$ cat src/design/hpq_pkg.sv
// ----------------------------------------------------------------------------
// hpq_pkg
// Shared types and constants for the max-heap priority queue.
// ----------------------------------------------------------------------------
package hpq_pkg;

  // width of the key ports, fixed regardless of stored key width
  localparam int unsigned PORT_KEY_W = 32;
  // widest stored key supported
  localparam int unsigned MAX_KEY_W  = 64;

  typedef enum logic [1:0] {
    ST_OK    = 2'd0,
    ST_FULL  = 2'd1,
    ST_EMPTY = 2'd2
  } status_e;

  typedef enum logic {
    ACT_INSERT  = 1'b0,
    ACT_EXTRACT = 1'b1
  } action_e;

endpackage

$ cat src/design/hpq_seq.sv
// ----------------------------------------------------------------------------
// hpq_seq
// Sift sequencer: keeps the entry count and the moving key, walks the heap
// one level a cycle through the key store.
// ----------------------------------------------------------------------------
module hpq_seq #(
  parameter int unsigned CAPACITY = 1024,
  parameter int unsigned KEY_W    = 32,
  parameter int unsigned CNT_W    = 11,
  parameter int unsigned ADDR_W   = 10
) (
  input  logic                 clk_i,
  input  logic                 rst_ni,
  // request
  input  logic                 req_valid_i,
  output logic                 req_ready_o,
  input  logic                 action_i,
  input  logic [KEY_W-1:0]     key_i,
  // result
  output logic                 res_valid_o,
  input  logic                 res_take_i,
  output logic [KEY_W-1:0]     res_key_o,
  output hpq_pkg::status_e     res_status_o,
  output logic [CNT_W-1:0]     res_count_o,
  // store
  output logic                 we_o,
  output logic [ADDR_W-1:0]    waddr_o,
  output logic [KEY_W-1:0]     wdata_o,
  output logic [ADDR_W-1:0]    raddr_a_o,
  output logic [ADDR_W-1:0]    raddr_b_o,
  input  logic [KEY_W-1:0]     rdata_a_i,
  input  logic [KEY_W-1:0]     rdata_b_i
);

  import hpq_pkg::*;

  typedef enum logic [7:0] {
    S_IDLE   = 8'b0000_0001,
    S_UP_ST  = 8'b0000_0010,
    S_UP_CMP = 8'b0000_0100,
    S_EX_RD  = 8'b0000_1000,
    S_EX_LD  = 8'b0001_0000,
    S_DN_CMP = 8'b0010_0000,
    S_WR     = 8'b0100_0000,
    S_DONE   = 8'b1000_0000
  } state_e;

  state_e           state_q, state_d;
  logic [CNT_W-1:0] pos_q, pos_d;
  logic [CNT_W-1:0] count_q, count_d;
  logic [KEY_W-1:0] key_q, key_d;
  logic [KEY_W-1:0] kout_q, kout_d;
  status_e          status_q, status_d;

  logic [CNT_W:0]   c_left;
  logic [CNT_W:0]   n_ext;
  logic             pick_r;
  logic [CNT_W-1:0] c_sel;
  logic [KEY_W-1:0] c_val;
  logic [CNT_W:0]   c_next;
  logic [CNT_W-1:0] par;

  // slot numbers are 1-based, store addresses 0-based
  function automatic logic [ADDR_W-1:0] addr_of(input logic [CNT_W:0] slot);
    logic [CNT_W:0] a;
    a = slot - 1'b1;
    return a[ADDR_W-1:0];
  endfunction

  assign c_left = {pos_q, 1'b0};
  assign n_ext  = {1'b0, count_q};
  assign pick_r = (c_left < n_ext) && (rdata_a_i < rdata_b_i);
  assign c_sel  = pick_r ? CNT_W'(c_left + 1'b1) : c_left[CNT_W-1:0];
  assign c_val  = pick_r ? rdata_b_i : rdata_a_i;
  assign c_next = {c_sel, 1'b0};
  assign par    = pos_q >> 1;

  always_comb begin
    state_d   = state_q;
    pos_d     = pos_q;
    count_d   = count_q;
    key_d     = key_q;
    kout_d    = kout_q;
    status_d  = status_q;
    we_o      = 1'b0;
    waddr_o   = '0;
    wdata_o   = key_q;
    raddr_a_o = '0;
    raddr_b_o = '0;

    unique case (state_q)
      S_IDLE: begin
        if (req_valid_i) begin
          kout_d   = '0;
          status_d = ST_OK;
          key_d    = key_i;
          if (action_i == ACT_INSERT) begin
            if (count_q == CNT_W'(CAPACITY)) begin
              status_d = ST_FULL;
              state_d  = S_DONE;
            end else begin
              count_d = count_q + 1'b1;
              pos_d   = count_q + 1'b1;
              state_d = S_UP_ST;
            end
          end else begin
            if (count_q == '0) begin
              status_d = ST_EMPTY;
              state_d  = S_DONE;
            end else begin
              count_d = count_q - 1'b1;
              pos_d   = count_q;
              state_d = S_EX_RD;
            end
          end
        end
      end

      S_UP_ST: begin
        if (pos_q == CNT_W'(1)) begin
          we_o    = 1'b1;
          waddr_o = addr_of({1'b0, pos_q});
          state_d = S_DONE;
        end else begin
          raddr_a_o = addr_of({1'b0, par});
          state_d   = S_UP_CMP;
        end
      end

      S_UP_CMP: begin
        // parent word is on port A
        we_o    = 1'b1;
        waddr_o = addr_of({1'b0, pos_q});
        if (rdata_a_i < key_q) begin
          wdata_o = rdata_a_i;
          pos_d   = par;
          if (par == CNT_W'(1)) begin
            state_d = S_WR;
          end else begin
            raddr_a_o = addr_of({1'b0, par >> 1});
          end
        end else begin
          state_d = S_DONE;
        end
      end

      S_EX_RD: begin
        raddr_a_o = addr_of((CNT_W+1)'(1));
        raddr_b_o = addr_of({1'b0, pos_q});
        state_d   = S_EX_LD;
      end

      S_EX_LD: begin
        kout_d = rdata_a_i;
        key_d  = rdata_b_i;
        pos_d  = CNT_W'(1);
        if (count_q == '0) begin
          state_d = S_DONE;
        end else if (count_q >= CNT_W'(2)) begin
          raddr_a_o = addr_of((CNT_W+1)'(2));
          raddr_b_o = addr_of((CNT_W+1)'(3));
          state_d   = S_DN_CMP;
        end else begin
          we_o    = 1'b1;
          waddr_o = addr_of((CNT_W+1)'(1));
          wdata_o = rdata_b_i;
          state_d = S_DONE;
        end
      end

      S_DN_CMP: begin
        // children on ports A and B, take the left one on a tie
        we_o    = 1'b1;
        waddr_o = addr_of({1'b0, pos_q});
        if (key_q < c_val) begin
          wdata_o = c_val;
          pos_d   = c_sel;
          if (c_next <= n_ext) begin
            raddr_a_o = addr_of(c_next);
            raddr_b_o = addr_of(c_next + 1'b1);
          end else begin
            state_d = S_WR;
          end
        end else begin
          state_d = S_DONE;
        end
      end

      S_WR: begin
        we_o    = 1'b1;
        waddr_o = addr_of({1'b0, pos_q});
        state_d = S_DONE;
      end

      S_DONE: begin
        if (res_take_i) begin
          state_d = S_IDLE;
        end
      end

      default: begin
        state_d = S_IDLE;
      end
    endcase
  end

  always_ff @(posedge clk_i or negedge rst_ni) begin
    if (!rst_ni) begin
      state_q <= S_IDLE;
      count_q <= '0;
    end else begin
      state_q <= state_d;
      count_q <= count_d;
    end
  end

  always_ff @(posedge clk_i) begin
    pos_q    <= pos_d;
    key_q    <= key_d;
    kout_q   <= kout_d;
    status_q <= status_d;
  end

  assign req_ready_o  = (state_q == S_IDLE);
  assign res_valid_o  = (state_q == S_DONE);
  assign res_key_o    = kout_q;
  assign res_status_o = status_q;
  assign res_count_o  = count_q;

endmodule

$ cat config.mk
export PLATFORM = sky130hd
export DESIGN_NAME = hpq_seq
export DESIGN_NICKNAME = d
export VERILOG_FILES = /design/src/design/hpq_pkg.sv /design/src/design/hpq_seq.sv
export SDC_FILE = /design/constraint.sdc
export NUM_CORES = 1
export LEC_CHECK = 0
export ABC_AREA = 1
export BUFFER_PORTS_ARGS = -buffer_cell sky130_fd_sc_hd__buf_2
export CORE_ASPECT_RATIO = 1.75
export CORE_MARGIN = 3
export CORE_UTILIZATION = 54
export DETAILED_ROUTE_END_ITERATION = 16
export PLACE_DENSITY = 0.79
export SLEW_MARGIN = 25
export SYNTH_ARGS = -nofsm -noshare
export SYNTH_HDL_FRONTEND = slang
export SYNTH_SLANG_ARGS = --single-unit
$ cat constraint.sdc
create_clock -name clk_i -period 11.55 [get_ports clk_i]
set_clock_uncertainty 0.15 [all_clocks]
set_input_delay 0.5775 -clock clk_i [delete_from_list [all_inputs] [get_ports clk_i]]
set_output_delay 0.5775 -clock clk_i [all_outputs]
set_load 0.02 [all_outputs]
; After elaboration in Yosys (flattened, before gate mapping)
; Cells that the tools add are included.
[word_totals]
ff_bits = 96
in_bits = 101
output_inout_bits = 110
elab_cells = 107
[op_classes]
addsub = 9
order_cmp = 6
eq_ne = 21
mux = 55
reduce_logical = 10
[ops]
columns = cell, n
row1 = two-way mux 32 bit, 7
row2 = case mux 32 bit (2 select lines), 2
row3 = two-way mux 11 bit, 9
row4 = < comparator 32 bit, 3
row5 = two-way mux 8 bit, 12
row6 = case mux 32 bit (3 select lines), 1
row7 = two-way mux 10 bit, 8
row8 = case mux 8 bit (8 select lines), 1
row9 = case mux 11 bit (4 select lines), 1
row10 = case mux 10 bit (4 select lines), 1
row11 = "subtractor 10 x 1 -> 10 bit, second input constant", 4
row12 = case mux 10 bit (3 select lines), 1
row13 = "adder 11 x 1 -> 11 bit, second input constant", 2
row14 = case mux 10 bit (2 select lines), 1
row15 = less-or-equal comparator 12 x 11 -> 1 bit, 1
row16 = < comparator 12 x 11 -> 1 bit, 1
row17 = "!= test 3 bit, second input constant", 4
row18 = "== test 11 x 1 -> 1 bit, second input constant", 1
row19 = "== test 11 bit, second input constant", 1
row20 = ">= comparator 11 x 2 -> 1 bit, second input constant", 1
row21 = zero test 11 bit, 1
row22 = "subtractor 11 x 1 -> 11 bit, second input constant", 1
row23 = "adder 10 x 1 -> 10 bit, second input constant", 1
row24 = "== test 10 x 1 -> 1 bit, second input constant", 1
row25 = 21 further kinds, 35

; Logic depth before layout (Yosys ltp)
; Gate-level depths: netlist (run 1).
[logic_depth]
ltp_word = 8
depth_mapped = 32
ltp_nobuf = 30

; Least setup slack after synthesis (run 1)
; Ideal clock, no wire load.
[synth_path]
path_type = flip-flop to output port
from = register count_q[9] (netlist: res_count_o[9])
to = output raddr_b_o[2]
arrival_ns = 4.241
t_required_ns = 10.823
setup_slack_ns = 6.581
stages_incl_launch_ff = 22
n_path_buf = 3
cell_sequence = dfrtp_1 -> clkinv_1 -> ha_1 -> nand4_1 -> o21bai_1 -> nand4_1 -> nor2_1 -> nand2_1 -> clkbuf_1 -> buf_1 -> nand2_1 -> o21ai_0 -> inv_1 -> ha_1 -> a21oi_1 -> nor2_1 -> a211oi_1 -> o221ai_1 -> a21oi_1 -> nand4_2 -> buf_6 -> o22ai_1
[synth_via]
elab_chain_len = 8
[synth_rtl]
columns = item, line
row1 = start: declaration, hpq_seq.sv:50  ; logic [CNT_W-1:0] count_q, count_d;
row2 = start signal: assignment, hpq_seq.sv:213  ; count_q <= count_d;
row3 = < comparator 12 x 11 -> 1 bit, hpq_seq.sv:72  ; assign pick_r = (c_left < n_ext) && (rdata_a_i < rdata_b_i);
row4 = logical AND 1 bit, hpq_seq.sv:72
row5 = two-way mux 11 bit, hpq_seq.sv:73  ; assign c_sel = pick_r ? CNT_W'(c_left + 1'b1) : c_left[CNT_W-1:0];
row6 = adder 10 x 1 -> 10 bit, hpq_seq.sv:180  ; raddr_b_o = addr_of(c_next + 1'b1);
row7 = subtractor 10 x 1 -> 10 bit, hpq_seq.sv:66  ; a = slot - 1'b1;
row8 = two-way mux 10 bit, hpq_seq.sv:178  ; if (c_next <= n_ext) begin
row9 = two-way mux 10 bit (*), hpq_seq.sv:175  ; if (key_q < c_val) begin
row10 = case mux 10 bit (3 select lines) (*), hpq_seq.sv:91  ; unique case (state_q)
row11 = end: declaration, hpq_seq.sv:30  ; output logic [ADDR_W-1:0] raddr_b_o,
; Every way passes the cells marked *; elsewhere a longest branch is shown, timed or not.

; Worst setup path in the final report (run 1)
[layout_path]
from = register count_q[7] (netlist: res_count_o[7])
to = output raddr_a_o[6]
[layout_via]
elab_chain_len = 7
[layout_rtl]
columns = item, line
row1 = branches (longest 5 deep; another with < comparator 32 bit), -
row2 = two-way mux 10 bit (*), hpq_seq.sv:175
row3 = case mux 10 bit (4 select lines) (*), hpq_seq.sv:91
row4 = end: declaration, hpq_seq.sv:29  ; output logic [ADDR_W-1:0] raddr_a_o,
; Mark *: on every way between the ends.

==> results of run 1 <==
## cells by family (layout without fill, tap and decap cells)
kind of cell	after synthesis	after routing	synth area share, %
buf+inv	295	464	11.4
fa+ha+maj	126	126	15.4
simple gates	581	581	25.3
xor+xnor	25	25	2.13
other cells	0	1	0
compound gates	334	334	18.6
flops	96	96	27.2
mux	1	1	0.0976
## placed cells by master, fill, tap and decap left out, types with 5 or more instances in the layout
master and n:
o21ai_0 137, nor3_1 14, o211ai_1 5, inv_1 221, dfrtp_1 18, o21ai_2 5
ha_1 126, o21bai_2 6, o221ai_1 11, a21oi_1 99, xor2_1 21, buf_4 9
clkinv_1 5, edfxtp_1 77, a211oi_1 6, nand4_1 82, nand2_1 238, a31oi_1 7
o22ai_1 39, o21a_1 7, clkbuf_16 9, nor4_1 6, buf_2 210, nor2_1 162
nand3_1 60
## sequential cells by signal, indices dropped and copies added (netlist names)
name          cells
res_key_o        32
res_status_o      2
state_q           8
key_q            32
pos_q            11
res_count_o      11
## per-layer routing
metal | vias up | track usage (%) | part of all wire [%]
li1 | 5332 | - | -
met1 | 5183 | 35.2 | 35
met2 | 519 | 58.2 | 52
met3 | 158 | 4.15 | 6.1
met4 | 0 | 22.6 | 7.1
met5 | - | 0 | 0
## how the worst max path moves through the flow
| stage | start | endpoint | cells past startpoint | slack [ns] |
|---|---|---|---|---|
| global placement | res_count_o[7] | raddr_b_o[9] | 19 | 5.05 |
| CTS | res_count_o[7] | raddr_b_o[9] | 19 | 4.48 |
| detailed placement | res_count_o[7] | raddr_b_o[9] | 19 | 4.91 |
| global route | res_count_o[9] | raddr_b_o[5] | 22 | 4.22 |
| finish | res_count_o[7] | raddr_a_o[6] | 19 | 4.74 |
| floorplan | res_count_o[9] | raddr_b_o[2] | 21 | 6.58 |
## synthesized netlist by cell type (2+ instances only)
| cell | number | area share, % |
|---|---|---|
| nand2_1 | 240 | 8.8 |
| inv_1 | 221 | 8.1 |
| nor2_1 | 164 | 6.0 |
| o21ai_0 | 137 | 6.7 |
| ha_1 | 126 | 15 |
| a21oi_1 | 100 | 4.9 |
| nand4_1 | 82 | 5.0 |
| edfxtp_1 | 77 | 23 |
| nand3_1 | 61 | 3.0 |
| clkbuf_1 | 46 | 1.7 |
| o22ai_1 | 39 | 2.4 |
| xor2_1 | 21 | 1.8 |
| dfrtp_1 | 18 | 4.4 |
| nor3_1 | 14 | 0.68 |
| o221ai_1 | 11 | 0.94 |
| a31oi_1 | 7 | 0.43 |
| nor4_1 | 7 | 0.43 |
| o21a_1 | 7 | 0.51 |
| a211oi_1 | 6 | 0.44 |
| buf_1 | 6 | 0.22 |
| buf_2 | 6 | 0.29 |
| o21bai_2 | 6 | 0.66 |
| buf_6 | 5 | 0.55 |
| clkinv_1 | 5 | 0.18 |
| o211ai_1 | 5 | 0.37 |
| o21ai_2 | 5 | 0.43 |
| buf_4 | 4 | 0.29 |
| xnor2_1 | 4 | 0.34 |
| or2_2 | 3 | 0.18 |
| inv_2 | 2 | 0.073 |
| nand2_4 | 2 | 0.22 |
| nor4_4 | 2 | 0.41 |
| o2111ai_1 | 2 | 0.17 |
| o21ai_1 | 2 | 0.098 |
## area by class of cell
type	count	share of cell area, %
clock buffer	11	2.07
multi-input combinational	1067	54.1
sequential	96	23.8
tap	238	2.54
antenna	1	0.0213
timing repair buffer	220	9.76
inverter	228	7.29
clock inverter	5	0.479
## power groups by stage
| stage | combinational [mW] | sequential [mW] | clock [mW] |
|---|---|---|---|
| after global routing | 1.75 | 0.744 | 0.329 |
| after detailed placement | 1.57 | 0.728 | 0 |
| final | 1.58 | 0.729 | 0.315 |
| after CTS | 1.57 | 0.722 | 0.319 |
| after global placement | 1.54 | 0.725 | 0 |
| after floorplan | 1.04 | 0.743 | 0 |
## through the flow
step                setup slack [ns]  instance area [um2]
floorplan                       6.58                10300
global placement                5.05                11400
detailed placement              4.91                11400
CTS                             4.48                11700
global route                    4.22                11700
finish                          4.74                11700
==> results.sh, run 1 <==
export IMPL_status="finished clean"
export IMPL_multi_input_gate_area_in_the_final_layout_um2=6350
export IMPL_leakage_nw=5.96
export IMPL_crit_chain="clkinv_1 > ha_1 > a21o_1 > o21bai_1 > nand4_1 > nor2_1 > nand2_4 > o21ai_0 > inv_1 > ha_1 > a21oi_1 > nor2_1 > a211oi_1 > o221ai_1 > a21oi_4 > buf_4 > nand4_2 > o21bai_2 > buf_2"
export IMPL_crit_end_element="output port"
export IMPL_layout_area_overhead_vs_synth_pct=14.5
export IMPL_track_usage_pct=32.9
export IMPL_pwr_share_clk_pct=12.0
export IMPL_post_route_util_pct=63.2
export IMPL_reg2reg_slack_ns=5.11
export IMPL_final_setup_tns_ns=0
export IMPL_tightestPinTransition_ns=1.10
export IMPL_grt_overflow_total=0
export IMPL_instances_no_fill=1866
export IMPL_violation_count_after_the_first_detailed_route_iteration=863
export IMPL_crit_path_start_kind="flip-flop"
export IMPL_drt_vias_per_instance=6.00
export IMPL_die_area_um2=20700
export IMPL_cts_hold_buf=0
export IMPL_peakVddDrop_mv=0.121
export IMPL_die_height_um=188
export IMPL_reg2reg_path_depth=20
export IMPL_share_of_flip_flops_with_an_asynchronous_set_or_reset_pct=19.8
export IMPL_count_of_maximum_capacitance_violations=0
export IMPL_synthesis_nets=1685
export IMPL_maxSlewViolCount=0
export IMPL_intPower_mw=1.24
export IMPL_crit_type="flip-flop to output port"
export IMPL_fin_nets=1849
export IMPL_data_arrival_at_the_endpoint_of_the_critical_path_ns=6.08
export IMPL_hold_worst_slack_ns=0.0453
export IMPL_finalCriticalPeriod_ns=6.81
export IMPL_path_buf_inv=4
export IMPL_placement_rows=66
export IMPL_routed_via_count=11200
export IMPL_path_delay_family="compound AO/OA/AOI/OAI gates"
export IMPL_worst_r2r_endpoint="pos_q[8]"
export IMPL_htreeDepth=3
export IMPL_synth_distinct_cells=49
export IMPL_ios=211
export IMPL_die_width_um=110
export IMPL_pwr_share_seq_pct=27.8
export IMPL_synthesis_area_um2=10300
export IMPL_cts_reportedPaths_clkPinSlew_ns=0.07
export IMPL_yosysWarnings=0
export IMPL_power_density_relative_to_cell_area_nw_per_um2=224
export IMPL_dp_hpwl_um=25700
export IMPL_clock_latency_on_the_worst_skew_pair_ns=0.36
export IMPL_port_buffers=210
export IMPL_initial_antenna_violation_count=1
export IMPL_nFillCells=1792
export IMPL_synthesis_instances=1458
export IMPL_timing_final_hold_violations=0
export IMPL_setup_viol_count_final=0
export IMPL_power_combinational_fraction_pct=60.3
export IMPL_antenna_left=0
export IMPL_drt_drc_violations_left=0
export IMPL_ys_ff_latch=96
export IMPL_routed_len_inst_um=18.3
export IMPL_critical_path_max_stage_delay_ns=0.63
export IMPL_power_switching_mw=1.38
export IMPL_overall_power_mw=2.63
export IMPL_cts_root_buf="clkbuf_16"
export IMPL_layout_worst_path_cycle_share_pct=58.9
export IMPL_tritoncts_num_sinks=96
export IMPL_worst_endpoint_required_ns=10.82
export IMPL_area_sequential_um2=2790
export IMPL_vias_in_the_first_global_route=10800
export IMPL_crit_path_top_delay_cell="nand4_2"
export IMPL_dominantRegCellSynth="edfxtp_1"
export IMPL_seq_area_frac_synth_pct=27.2
export IMPL_hp_class="input port to asynchronous set/reset pin"
export IMPL_achievable_frequency_mhz=147
export IMPL_effective_utilization_at_floorplan_pct=55.2
export IMPL_max_slew_margin_pct=26.4
export IMPL_crit_reg2reg_launch="res_count_o[7]"
export IMPL_max_clock_path_buffers=2
export IMPL_tritoncts="done"
export IMPL_power_switching_share_pct=52.6
export IMPL_cts_setup_buffers=0
export IMPL_grt_first_pass_wirelength_um=53500
export IMPL_number_of_flops_mapped_to_enable_cells_by_yosys=77
export IMPL_first_pass_detailed_route_iteration_total=7
export IMPL_cts_buffers=9
export IMPL_setup_repair_after_global_routing_missed_its_margin="false"
export IMPL_floorplan_core_area_um2=18600
export IMPL_synth_avg_cell_area_um2=7.03
export IMPL_place_gp_congestion=0.971
export IMPL_post_place_cells=1848
export IMPL_cts_resized=0
export IMPL_biggest_fanout_along_the_worst_timing_path=65
export IMPL_grt_max_degree=99
export IMPL_routed_wl_um=34100
export IMPL_post_route_cells_drive_above_1_share_pct=16.5
(Power assumes the default switching activity.)
==> run 2, diff against run 1 <==
- CORE_UTILIZATION: 54 -> 52
- clock period: 11.55 -> 5.9 ns (I/O delays scaled with it)
==> run 2 against run 1 <==
Net effect:
- clock-buffer cell count grew 1
- via count increased by 1.1%
- highest routed layer unchanged
- largest power group unchanged
- first-iteration DRC count increased by 3.8%
- core utilization shrank 1.7 points
- clock power grew 100%
- worst hold slack gained 0.015 ns
==> results.sh, run 2 (synthesized netlist as in run 1, its figures left out) <==
export IMPL_status="finished clean"
export IMPL_effective_utilization_at_floorplan_pct=53.2
export IMPL_start_point_of_the_critical_path="res_count_o[7]"
export IMPL_die_width_um=112
export IMPL_layout_area_overhead_vs_synth_pct=15.7
export IMPL_cts_buffers=9
export IMPL_overall_power_mw=5.24
export IMPL_dp_hpwl_um=26800
export IMPL_placement_rows=67
export IMPL_routed_wl_um=35600
export IMPL_finalCriticalPeriod_ns=5.42
export IMPL_critical_path_top_cell_by_count="nand4_1"
export IMPL_violation_count_after_the_first_detailed_route_iteration=896
export IMPL_setup_repair_after_global_routing_missed_its_margin="false"
export IMPL_die_area_um2=21500
export IMPL_nFillCells=1857
export IMPL_final_setup_tns_ns=0
export IMPL_max_slew_margin_pct=32.0
export IMPL_biggest_fanout_along_the_worst_timing_path=48
export IMPL_crit_end_element="output port"
export IMPL_num_antenna_cells=0
export IMPL_crit_path_start_kind="flip-flop"
export IMPL_leakage_nw=6.02
export IMPL_post_route_cells_drive_above_1_share_pct=17.0
export IMPL_setup_viol_count_final=0
export IMPL_timing_final_hold_violations=0
export IMPL_multi_input_gate_area_in_the_final_layout_um2=6350
export IMPL_post_route_util_pct=61.5
export IMPL_count_of_maximum_capacitance_violations=0
export IMPL_grt_first_pass_wirelength_um=55900
export IMPL_crit_chain="clkinv_1 > ha_1 > a21o_1 > o21bai_1 > nand4_1 > nor2_1 > nand2_2 > buf_6 > o21ai_0 > inv_1 > ha_1 > nand4_1 > nor4_1 > nand2_4 > nand2_8 > nand2_1 > nand3_1 > nand4_1 > buf_2"
export IMPL_crit_reg2reg_launch="res_count_o[7]"
export IMPL_cts_root_buf="clkbuf_16"
export IMPL_die_height_um=192
export IMPL_worst_setup_path_endpoint="wdata_o[22]"
export IMPL_hold_worst_slack_ns=0.0605
export IMPL_layout_commonest_cell="nand2_1"
export IMPL_worst_endpoint_required_ns=5.45
export IMPL_vias_in_the_first_global_route=11100
export IMPL_critical_path_max_stage_delay_ns=0.52
export IMPL_critical_path_cell_count=19
export IMPL_data_arrival_at_the_endpoint_of_the_critical_path_ns=4.97
export IMPL_ios=211
export IMPL_first_pass_detailed_route_iteration_total=7
export IMPL_hp_class="input port to flip-flop"
export IMPL_area_sequential_um2=2790
export IMPL_path_buf_inv=4
export IMPL_cts_reportedPaths_clkPinSlew_ns=0.08
export IMPL_crit_path_top_delay_cell="nor4_1"
export IMPL_grt_max_degree=66
export IMPL_maxSlewViolCount=0
export IMPL_layout_worst_path_cycle_share_pct=91.8
export IMPL_tightestPinTransition_ns=1.02
export IMPL_tritoncts_num_sinks=96
export IMPL_max_clock_path_buffers=2
export IMPL_routed_len_inst_um=19.0
export IMPL_track_usage_pct=32.4
export IMPL_port_buffers=210
export IMPL_peakVddDrop_mv=0.244
export IMPL_final_cell_mix="nand2_1, inv_1, buf_2"
export IMPL_worst_r2r_endpoint="pos_q[4]"
export IMPL_path_delay_family="simple AND/OR/NAND/NOR gates"
export IMPL_fin_nets=1860
export IMPL_floorplan_core_area_um2=19300
export IMPL_grt_overflow_total=0
export IMPL_tritoncts="done"
export IMPL_cts_setup_buffers=0
export IMPL_reg2reg_path_depth=19
export IMPL_post_place_cells=1860
export IMPL_power_density_relative_to_cell_area_nw_per_um2=441
export IMPL_instances_no_fill=1879
export IMPL_crit_type="flip-flop to output port"
export IMPL_clock_latency_on_the_worst_skew_pair_ns=0.37
export IMPL_achievable_frequency_mhz=185
export IMPL_routed_via_count=11300
export IMPL_drt_drc_violations_left=0
export IMPL_htreeDepth=3
export IMPL_place_gp_congestion=1.00
export IMPL_drt_vias_per_instance=6.02
export IMPL_antenna_left=0
export IMPL_initial_antenna_violation_count=0
export IMPL_reg2reg_slack_ns=0.97
## run 2: worst min path at each step
stage                                end      from  slack [ns]  cells after the start
after floorplan           res_count_o[0]    rst_ni       -0.15                      0
after global placement    res_count_o[5]    rst_ni        0.14                      1
after detailed placement  res_count_o[5]    rst_ni        0.14                      1
after CTS                       key_q[3]  key_i[3]        0.05                      3
after global routing            key_q[6]  key_i[6]        0.08                      3
final                           key_q[3]  key_i[3]        0.06                      3
## run 2: final cells by class
cell class	instances	area share, %
inverters	228	7.25
flip-flops and latches	96	23.5
well taps	241	2.54
clock inverters	4	0.432
clock buffers	12	2.16
repair buffers	231	10.5
multi-input cells	1067	53.6
## run 2: worst register-to-register path: stages (launching register included)
cell and delay, ns:
dfrtp_1 0.42, clkinv_1 0.25, ha_1 0.39, a21o_1 0.19
o21bai_1 0.17, nand4_1 0.10, nor2_1 0.17, nand2_2 0.23
buf_6 0.30, o21ai_0 0.29, inv_1 0.08, ha_1 0.30
nand4_1 0.13, nor4_1 0.52, nand2_4 0.26, nand2_8 0.29
nand2_1 0.11, nand2_1 0.07, a21oi_1 0.04, buf_4 0.21
## run 2: stage by stage
| stage | cell area [um2] | setup slack (ns) |
|---|---|---|
| floorplan | 10300 | 0.985 |
| global placement | 11500 | 0.753 |
| detailed placement | 11500 | 0.708 |
| CTS | 11800 | 0.295 |
| global route | 11900 | 0.0732 |
| finish | 11900 | 0.481 |
## run 2: repair_timing
action | CTS | global route
endpoints found under the hold margin | 18 | 0
endpoints found under the setup margin | 0 | 51
gates resized for setup | 0 | 4
hold buffers | 1 | 0
## run 2: power breakdown
part / total, mW / internal, mW / switching [mW] / leakage (nW)
clock: 0.633 / 0.353 / 0.279 / 0.149
combinational: 3.22 / 1.03 / 2.19 / 4.91
sequential: 1.39 / 1.10 / 0.285 / 0.959
total: 5.24 / 2.48 / 2.75 / 6.02
## run 2: per-layer routing
layer  up-vias  global-route usage, %  part of all wire (%)
met2       580                   58.5                    52
met1      5214                   34.6                    35
met3       161                   4.67                   6.9
li1       5356                      -                     -
met5         -                      0                     0
met4         0                   21.9                   6.6
==> run 3, diff against run 2 <==
- CORE_MARGIN: 3 -> 2
==> run 3 against run 2 <==
Net effect:
- global-route usage up 0.82 points
- wire length down 1.6%
- die area down 2.8%
- worst hold slack better by 0.0069 ns
- critical endpoint is now raddr_b_o[7]
==> results.sh, run 3 (synthesized netlist as in run 1, its figures left out) <==
export IMPL_intPower_mw=2.48
export IMPL_status="finished clean"
export IMPL_setup_viol_count_final=0
export IMPL_finalCriticalPeriod_ns=5.51
export IMPL_floorplan_core_area_um2=19600
export IMPL_drt_drc_violations_left=0
export IMPL_pwr_share_clk_pct=11.8
export IMPL_data_arrival_at_the_endpoint_of_the_critical_path_ns=5.07
export IMPL_grt_max_degree=60
export IMPL_worst_setup_path_endpoint="raddr_b_o[7]"
export IMPL_final_setup_tns_ns=0
export IMPL_setup_repair_after_global_routing_missed_its_margin="false"
export IMPL_die_area_um2=20900
export IMPL_critical_path_max_stage_delay_ns=0.48
export IMPL_vias_in_the_first_global_route=10700
export IMPL_die_height_um=190
export IMPL_leakage_nw=6.03
export IMPL_crit_type="flip-flop to output port"
export IMPL_cts_buffers=9
export IMPL_place_gp_congestion=0.958
export IMPL_drt_vias_per_instance=5.94
export IMPL_timing_final_hold_violations=0
export IMPL_layout_worst_path_cycle_share_pct=93.4
export IMPL_hp_class="input port to flip-flop"
export IMPL_worst_endpoint_required_ns=5.45
export IMPL_layout_area_overhead_vs_synth_pct=15.8
export IMPL_power_switching_mw=2.76
export IMPL_achievable_frequency_mhz=181
export IMPL_biggest_fanout_along_the_worst_timing_path=32
export IMPL_count_of_maximum_capacitance_violations=0
export IMPL_die_width_um=110
export IMPL_peakVddDrop_mv=0.247
export IMPL_crit_chain="clkinv_1 > ha_1 > nand2_1 > nand2_1 > nand2_1 > nand2_1 > a21oi_1 > nand4_1 > nor2_1 > nand2_4 > o21ai_0 > inv_1 > ha_1 > a21oi_1 > nor2_1 > a211oi_1 > o221ai_1 > a21oi_4 > nand4_4 > o22ai_1 > buf_2"
export IMPL_ios=211
export IMPL_layout_commonest_cell="nand2_1"
export IMPL_first_pass_detailed_route_iteration_total=6
export IMPL_worst_r2r_endpoint="pos_q[4]"
export IMPL_placement_rows=68
export IMPL_dp_hpwl_um=26300
export IMPL_grt_overflow_total=0
export IMPL_cts_reportedPaths_clkPinSlew_ns=0.08
export IMPL_power_density_relative_to_cell_area_nw_per_um2=441
export IMPL_maxSlewViolCount=0
export IMPL_post_route_cells_drive_above_1_share_pct=17.1
export IMPL_max_clock_path_buffers=2
export IMPL_tightestPinTransition_ns=1.06
export IMPL_routed_via_count=11200
export IMPL_power_combinational_fraction_pct=62.1
export IMPL_max_slew_margin_pct=29.2
export IMPL_crit_reg2reg_launch="res_count_o[9]"
export IMPL_post_place_ws_ns=0.508
export IMPL_critical_path_top_cell_by_count="nand2_1"
export IMPL_reg2reg_path_depth=23
export IMPL_crit_end_element="output port"
export IMPL_final_cell_mix="nand2_1, inv_1, buf_2"
export IMPL_clock_latency_on_the_worst_skew_pair_ns=0.36
export IMPL_timing_final_ws_setup_ns=0.390
export IMPL_reg2reg_slack_ns=0.82
export IMPL_effective_utilization_at_floorplan_pct=52.4
export IMPL_start_point_of_the_critical_path="res_count_o[9]"
export IMPL_antenna_left=0
export IMPL_initial_antenna_violation_count=2
export IMPL_routed_wl_um=35100
export IMPL_violation_count_after_the_first_detailed_route_iteration=909
export IMPL_fin_nets=1863
export IMPL_crit_path_top_delay_cell="dfrtp_1"
export IMPL_tritoncts_num_sinks=96
export IMPL_htreeDepth=3
export IMPL_cts_root_buf="clkbuf_16"
export IMPL_cts_setup_buffers=0
export IMPL_routed_len_inst_um=18.6
export IMPL_grt_first_pass_wirelength_um=53600
export IMPL_power_switching_share_pct=52.7
export IMPL_track_usage_pct=33.2
export IMPL_pwr_share_seq_pct=26.1
export IMPL_tritoncts="done"
export IMPL_crit_path_start_kind="flip-flop"
export IMPL_port_buffers=210
[run 3: cell types whose count changed in the layout (fill, tap and decap cells not counted), sizes merged]
| cell | previous run | this run |
|---|---|---|
| clkinv | 5 | 9 |
| buf | 230 | 233 |
| clkinvlp | 2 | 0 |
| diode | 0 | 2 |
| clkbuf | 12 | 11 |
| inv | 224 | 223 |
[run 3: final cells by class]
cell class | count | area, um2
Clock buffer | 11 | 243
Inverter | 228 | 856
Antenna cell | 2 | 5.00
Tap cell | 245 | 307
Timing Repair Buffer | 234 | 1260
Fill cell | 1908 | 7690
Sequential cell | 96 | 2790
Clock inverter | 5 | 56.3
Multi-Input combinational cell | 1067 | 6360
[run 3: stage by stage]
stage	hold WS, ns	utilization [%]	cells	power, mW	cell area (um2)
2_1_floorplan	-0.151	-	1458	3.50	10300
3_3_place_gp	0.144	58.7	1867	4.48	11500
3_5_place_dp	0.144	58.8	1867	4.55	11500
4_1_cts	0.0625	60.4	1884	5.18	11800
5_1_grt	0.0774	60.7	1888	5.61	11900
6_report	0.0673	60.7	1888	5.24	11900
[run 3: timing repair]
action	in CTS	in global routing
hold endpoints to repair	18	0
setup endpoints to repair	0	51
hold buffers	1	0
resized for setup	0	3
[run 3: layer usage]
layer / share of wire, % / routed length, um / up-vias / GRT usage (%)
met2: 51 / 18000 / 560 / 58.7
met5: 0 / 0 / - / 0
met1: 35 / 12100 / 5136 / 35.4
met3: 6.9 / 2430 / 164 / 4.80
met4: 7.2 / 2510 / 0 / 22.6
li1: - / - / 5360 / -
[run 3: worst min path at each step]
stage,from,endpoint,cells past startpoint
CTS,key_i[8],key_q[8],3
global route,key_i[27],key_q[27],3
floorplan,rst_ni,res_count_o[0],0
global placement,rst_ni,res_count_o[5],1
finish,key_i[12],key_q[12],3
detailed placement,rst_ni,res_count_o[3],1
[run 3: power groups by stage]
stage / clock network [mW] / registers [mW] / logic (mW)
6_report: 0.618 / 1.36 / 3.25
5_1_grt: 0.642 / 1.39 / 3.57
4_1_cts: 0.618 / 1.36 / 3.20
3_5_place_dp: 0 / 1.37 / 3.18
3_3_place_gp: 0 / 1.36 / 3.12
2_1_floorplan: 0 / 1.45 / 2.05
[run 3: critical path, delay by kind of cell, from the launching register on]
| family | cells | cell delay, ns |
|---|---|---|
| and+or+nand+nor | 9 | 1.23 |
| adders and majority gates | 2 | 0.67 |
| AOI/OAI and AO/OA | 7 | 1.79 |
| DFF | 1 | 0.48 |
| buffers and inverters | 3 | 0.53 |
